**src/sv/pedigree_inbreeding_metafounders_macros.svh**
```systemverilog
// ----------------------------------------------------------------------------
// Assertion macros
// Shared assertion shorthands, clocked on i_clk, reset by i_rst_n.
// ----------------------------------------------------------------------------
`ifndef PEDIGREE_INBREEDING_METAFOUNDERS_MACROS_SVH
`define PEDIGREE_INBREEDING_METAFOUNDERS_MACROS_SVH
`ifndef ASSERT_OFF
// expression holds at every edge out of reset
`define PIM_ASSERT_HOLDS(lbl, expr) \
    lbl: assert property (@(posedge i_clk) disable iff (!i_rst_n) (expr)) \
        else $error("assertion failed");
// antecedent implies consequent at the next edge
`define PIM_ASSERT_NEXT(lbl, ante, cons) \
    lbl: assert property (@(posedge i_clk) disable iff (!i_rst_n) (ante) |=> (cons)) \
        else $error("assertion failed");
`else
`define PIM_ASSERT_HOLDS(lbl, expr)
`define PIM_ASSERT_NEXT(lbl, ante, cons)
`endif
`endif

```
**src/sv/pim_pkg.sv**
```systemverilog
// ----------------------------------------------------------------------------
// pim_pkg
// Types, constants and Q8.24 saturating helpers for the inbreeding block.
// ----------------------------------------------------------------------------
package pim_pkg;

    localparam int MAX_ANIMALS = 4096;
    localparam int MAX_MF      = 4;
    localparam int AW          = $clog2(MAX_ANIMALS);
    localparam int CW          = AW + 1;
    localparam int MW          = $clog2(MAX_MF);

    typedef logic signed [31:0] t_q;

    localparam t_q Q_ONE  = 32'sh0100_0000;
    localparam t_q Q_HALF = 32'sh0080_0000;
    localparam t_q Q_MONE = -32'sh0100_0000;

    localparam logic KIND_GAMMA  = 1'b0;
    localparam logic KIND_ANIMAL = 1'b1;

    typedef enum logic [1:0] {
        ST_OK     = 2'd0,
        ST_PARENT = 2'd1,
        ST_FULL   = 2'd2
    } t_status;

    typedef enum logic [4:0] {
        S_IDLE, S_RD, S_CHK, S_FS, S_FD, S_M2, S_M2W,
        S_PSR, S_PSW, S_PDR, S_PDW,
        S_Q1, S_Q2, S_Q3, S_Q4, S_FIN, S_DONE
    } t_state;

    function automatic t_q f_sat(input logic signed [39:0] v);
        if (v > 40'sh00_7fff_ffff)       return 32'sh7fff_ffff;
        else if (v < -40'sh00_8000_0000) return -32'sh8000_0000;
        else                             return v[31:0];
    endfunction

    function automatic t_q f_qadd(input t_q a, input t_q b);
        logic signed [39:0] s;
        s = 40'(a) + 40'(b);
        return f_sat(s);
    endfunction

    // 0.5 - (fs + fd)/4, quarter truncated toward zero
    function automatic t_q f_dterm(input t_q fs, input t_q fd);
        logic signed [39:0] s;
        logic signed [39:0] q;
        s = 40'(fs) + 40'(fd);
        q = (s < 0) ? ((s + 40'sd3) >>> 2) : (s >>> 2);
        return f_sat(40'(Q_HALF) - q);
    endfunction

endpackage

```
**src/sv/pim_qmul.sv**
```systemverilog
// ----------------------------------------------------------------------------
// pim_qmul
// Registered Q8.24 multiplier: product truncated toward zero, saturated.
// ----------------------------------------------------------------------------
module pim_qmul
    import pim_pkg::*;
(
    input  logic i_clk,
    input  t_q   i_a,
    input  t_q   i_b,
    output t_q   o_p
);

    logic signed [63:0] r_prod;
    logic signed [63:0] w_adj;
    logic signed [63:0] w_sh;

    always_ff @(posedge i_clk) begin
        r_prod <= 64'(i_a) * 64'(i_b);
    end

    // bias negatives so the shift rounds toward zero
    assign w_adj = r_prod[63] ? (r_prod + 64'sh00ff_ffff) : r_prod;
    assign w_sh  = w_adj >>> 24;
    assign o_p   = f_sat(w_sh[39:0]);

endmodule

```
**config.mk**
```make
export PLATFORM = sky130hd
export DESIGN_NAME = pim_qmul
export DESIGN_NICKNAME = d
export VERILOG_FILES = /design/src/sv/pedigree_inbreeding_metafounders_macros.svh /design/src/sv/pim_pkg.sv /design/src/sv/pim_qmul.sv
export SDC_FILE = /design/constraint.sdc
export NUM_CORES = 2
export LEC_CHECK = 0
export ABC_AREA = 0
export ABC_CLOCK_PERIOD_IN_PS = 8850
export BUFFER_PORTS_ARGS = -buffer_cell sky130_fd_sc_hd__buf_2
export CAP_MARGIN = 30
export CORE_MARGIN = 3
export CORE_UTILIZATION = 60
export CTS_CLUSTER_SIZE = 8
export DETAILED_ROUTE_END_ITERATION = 7
export HOLD_SLACK_MARGIN = 0.08
export PLACE_DENSITY_LB_ADDON = 0.25
export SLEW_MARGIN = 40
export SYNTH_ARGS = -nofsm -noshare
export SYNTH_HDL_FRONTEND = slang
export SYNTH_SLANG_ARGS = --single-unit
```
**constraint.sdc**
```tcl
create_clock -name i_clk -period 8.85 [get_ports i_clk]
set_input_delay 0.885 -clock i_clk [delete_from_list [all_inputs] [get_ports i_clk]]
set_output_delay 0.885 -clock i_clk [all_outputs]
set_load 0.05 [all_outputs]
```
# Word level (Yosys, flattened, before mapping)
# Index checks and enable logic that the tools add are counted.
word_totals:
  regBits: 64
  inputBits: 65
  output_inout_bits: 32
  elab_cells: 8
classes:
  addsub: 1
  mul: 1
  order_cmp: 2
  muxes: 3
op_table:
  columns: ["cell", "count"]
  rows:
  - ["adder 64 x 25 -> 64 bit, second input constant", 1]
  - ["multiplier 32 x 32 -> 64 bit", 1]
  - ["2-to-1 mux 32 bit", 2]
  - ["2-to-1 mux 64 bit", 1]
  - ["greater-than comparator 40 x 32 -> 1 bit, second input constant", 1]
  - ["< comparator 40 x 32 -> 1 bit, second input constant", 1]

# Logic depth before layout (Yosys ltp)
logic_depth:
  word_depth: 5
  ltp_mapped: 30

# Worst setup path before layout
# Ideal clock, no wire load.
synth_timing:
  path_kind: "input-to-reg"
  start: "input port i_a[31]"
  end: "register r_prod[63]"
  setup_time_ps: 72
  arrival_time_ps: 8027
  path_slack_ps: 751
  path_stages: 25
  path_buffers: 2
  path_cell_list: "clkbuf_1 > nand2_1 > fa_1 > fa_1 > inv_1 > fa_1 > inv_1 > fa_1 > fa_1 > fa_1 > fa_1 > fa_1 > inv_1 > ha_1 > clkbuf_1 > a21o_1 > a21o_1 > a21oi_1 > o21bai_1 > a21oi_1 > o21ai_0 > o2bb2ai_1 > a211o_1 > a21oi_1 > xnor2_1"
synth_between:
  elab_chain_len: 1
synth_rtl:
  columns: ["element", "line", "source"]
  rows:
  - ["start: declaration", "pim_qmul.sv:9", "input t_q i_a,"]
  - ["multiplier 32 x 32 -> 64 bit", "pim_qmul.sv:19", "r_prod <= 64'(i_a) * 64'(i_b);"]
  - ["end signal: assignment", "pim_qmul.sv:19", null]
  - ["end: declaration", "pim_qmul.sv:14", "logic signed [63:0] r_prod;"]
# No other way between the ends.

# Worst setup path in the final report
layout_timing:
  start: "input port i_a[11]"
  end: "register r_prod[59]"
# The elaborated chain is that of the path after synthesis.

==> flow_metrics.py <==
metrics = {
    "outcome": {
        "status": "complete, no violations",
    },
    "clocking": {
        "clock_sinks": 64,
        "postCtsHoldBufs": 0,
        "post-cts-setup-buffers": 0,
        "clk_pin_slew_ps": 50,
        "htree_levels": 3,
        "cts_buffer_depth": 2,
        "numCtsBuffers": 9,
        "cts.repair.resized": 0,
        "cts_root_buf": "clkbuf_16",
        "cts_tree": "yes",
    },
    "route": {
        "drc_errors": 0,
        "wirelength_um": 96320,
        "dr_total_vias": 27080,
        "first_pass_iters": 7,
        "via_per_inst": 5.466,
        "postRouteAntennaNets": 0,
        "wire_per_inst_um": 19.44,
        "initialDrtViolationCount": 1609,
    },
    "cells_and_area": {
        "largest-register": "r_prod",
        "drive_above_1_share_pct": 5.528,
        "final_nets": 5432,
        "top_regs": "r_prod (64)",
        "fin_area_um2": 40220,
        "area_growth_pct": 4.272,
        "nFillCells": 5306,
        "largest_register_ffs": 64,
    },
    "yosys": {
        "synth-edff-count": 0,
        "ys_warn_count": 0,
        "synth_compound_area_share_pct": 4.129,
        "seq_area_frac_synth_pct": 3.322,
        "muxShareOfSynthArea_pct": 0,
        "syn_avg_cell_area_um2": 9.332,
        "synth_commonest_cells": "1,082 x fa_1, 1,017 x inv_1, 553 x nand2_1",
        "syn_inst": 4133,
        "synth_fp_nets": 5464,
        "synth_area_leader_cell": "fa_1",
        "synth_flop_cell": "dfxtp_1",
        "synth_cell_type_count": 53,
        "synth_xor_area_share_pct": 2.362,
        "synth_seq_cells": 64,
        "syn-cell-area_um2": 38570,
        "synth_top_family_by_area": "adder cells",
        "ys_async_sr_fraction_pct": 0,
        "synth-simple-area-share_pct": 16.00,
        "synth_top_cell_area_share_pct": 56.16,
        "synthAdderAreaFrac_pct": 62.13,
        "netlist_top_cells_area": "fa_1 56%, inv_1 9.9%, and2_1 8.1%",
        "synth_most_common_cell": "fa_1",
    },
    "place": {
        "port_buffers": 96,
        "gp_congestion": 0.9273,
        "dp_hpwl_um": 81570,
        "dpl_worst_slack_ps": 323.8,
        "place_area_um2": 39890,
    },
    "timing": {
        "fmax_ghz": 0.1207,
        "finalSetupViolCount": 0,
        "final_max_slew_viol_count": 0,
        "hold_viol_final": 0,
        "period_needed_ps": 8283,
        "period_share_pct": 93.60,
        "totalNegativeSetupSlack_ps": 0,
        "tightest_slew_ps": 859.4,
        "rsz0062_at_grt": "no",
        "slew_headroom_pct": 42.71,
        "setup_ws_ps": 566.8,
    },
    "floorplanning": {
        "start_util_pct": 60.92,
        "die-width_um": 259.5,
        "coreArea_um2": 63310,
        "num_rows": 92,
        "dieArea_um2": 67360,
        "die_h_um": 259.5,
        "ios": 97,
    },
    "grt": {
        "grtUsageTotal_pct": 31.13,
        "grt_pass1_wl_um": 163000,
        "overflow": 0,
        "grt_pass1_vias": 31210,
        "grt_max_degree": 33,
        "antenna_found_initial": 5,
    },
    "critical_path": {
        "path_buf_inv": 5,
        "crit_chain": "buf_2, and2_1, fa_1, fa_1, fa_1, inv_1, fa_1, inv_1, fa_1, inv_1, fa_1, inv_1, fa_1, fa_1, ha_1, a21oi_1, o21ai_0, a311oi_1, a211oi_1, nor4_1, o31a_1, o31ai_1, o311ai_0",
        "cp_data_arrival_time_ps": 8490,
        "worstPathRequired_ps": 9060,
        "crit_path_end_kind": "flop",
        "path_common_cell": "fa_1",
        "slowest_delay_ps": 570,
        "crit_slowest_cell": "buf_2",
        "cpLargestDelayFamily": "adder cells",
        "critPathMaxFanout": 32,
        "start_kind": "input port",
        "path_class": "in2reg",
    },
    "worst_hold_path": {
        "holdPathStages": 3,
        "min_from": "i_b[0]",
        "whs_endpoint": "r_prod[0]",
        "hp-class": "in2reg",
    },
    "run": {
        "cap_violations": 0,
    },
}
## final cells by class
class / instances / area, um2 / area share [%]
Antenna cell: 3 / 7.507 / 0.01867
Multi-Input combinational cell: 2836 / 32660 / 81.22
Clock buffer: 14 / 284.0 / 0.7062
Tap cell: 846 / 1059 / 2.632
Clock inverter: 2 / 35.03 / 0.08711
Inverter: 1017 / 3817 / 9.492
Sequential cell: 64 / 1281 / 3.186
Timing Repair Buffer: 173 / 1071 / 2.663
## how the worst max path moves through the flow
stage	from	to	cells after the start
6_report	i_a[11]	r_prod[59]	23
3_3_place_gp	i_b[8]	r_prod[63]	24
2_1_floorplan	i_a[31]	r_prod[63]	25
3_5_place_dp	i_b[8]	r_prod[59]	22
5_1_grt	i_b[8]	r_prod[59]	24
4_1_cts	i_a[13]	r_prod[59]	23
## logic make-up (layout without fill, tap and decap cells)
family          Yosys count  after routing
buf+inv                1233           1206
compound gates          235            235
other cells               0              3
simple gates           1231           1231
xor+xnor                104            104
flops                    64             64
fa+ha+maj              1266           1266
## per-layer routing
layer  wire [um]  track usage, %  up-vias
li1            -               -    11770
met1       36060           38.38    14120
met2       49740           55.61      901
met3        5088           3.444      293
met4        5407           13.47        2
met5          16               0        -
## placed cells by master (no fill, tap or decap), types with 12 or more instances in the layout
cell type	netlist	layout
nor2_1	60	60
o21ai_2	30	30
and3_1	13	13
xor2_1	40	40
o21ai_0	34	34
xnor2_1	64	64
ha_1	184	184
o21bai_1	12	12
buf_4	0	76
and2_1	498	498
nand2b_1	19	19
nand2_1	553	553
nand3_1	26	26
a21o_1	29	29
nand4_1	17	17
fa_1	1082	1082
nor2b_1	12	12
a21oi_1	69	69
dfxtp_1	64	64
buf_2	0	96
inv_1	1017	1017
## through the flow
step	utilization (%)	hold WS, ps	std cells
floorplan	-	1207	4133
global placement	63.00	1579	4936
detailed placement	63.00	1562	4936
CTS	63.50	1214	4952
global route	63.52	1239	4954
finish	63.53	1249	4955
Power is left out: the tool's default activity adds up to more than one toggle a clock period on the data nets, which glitch-free logic cannot reach.
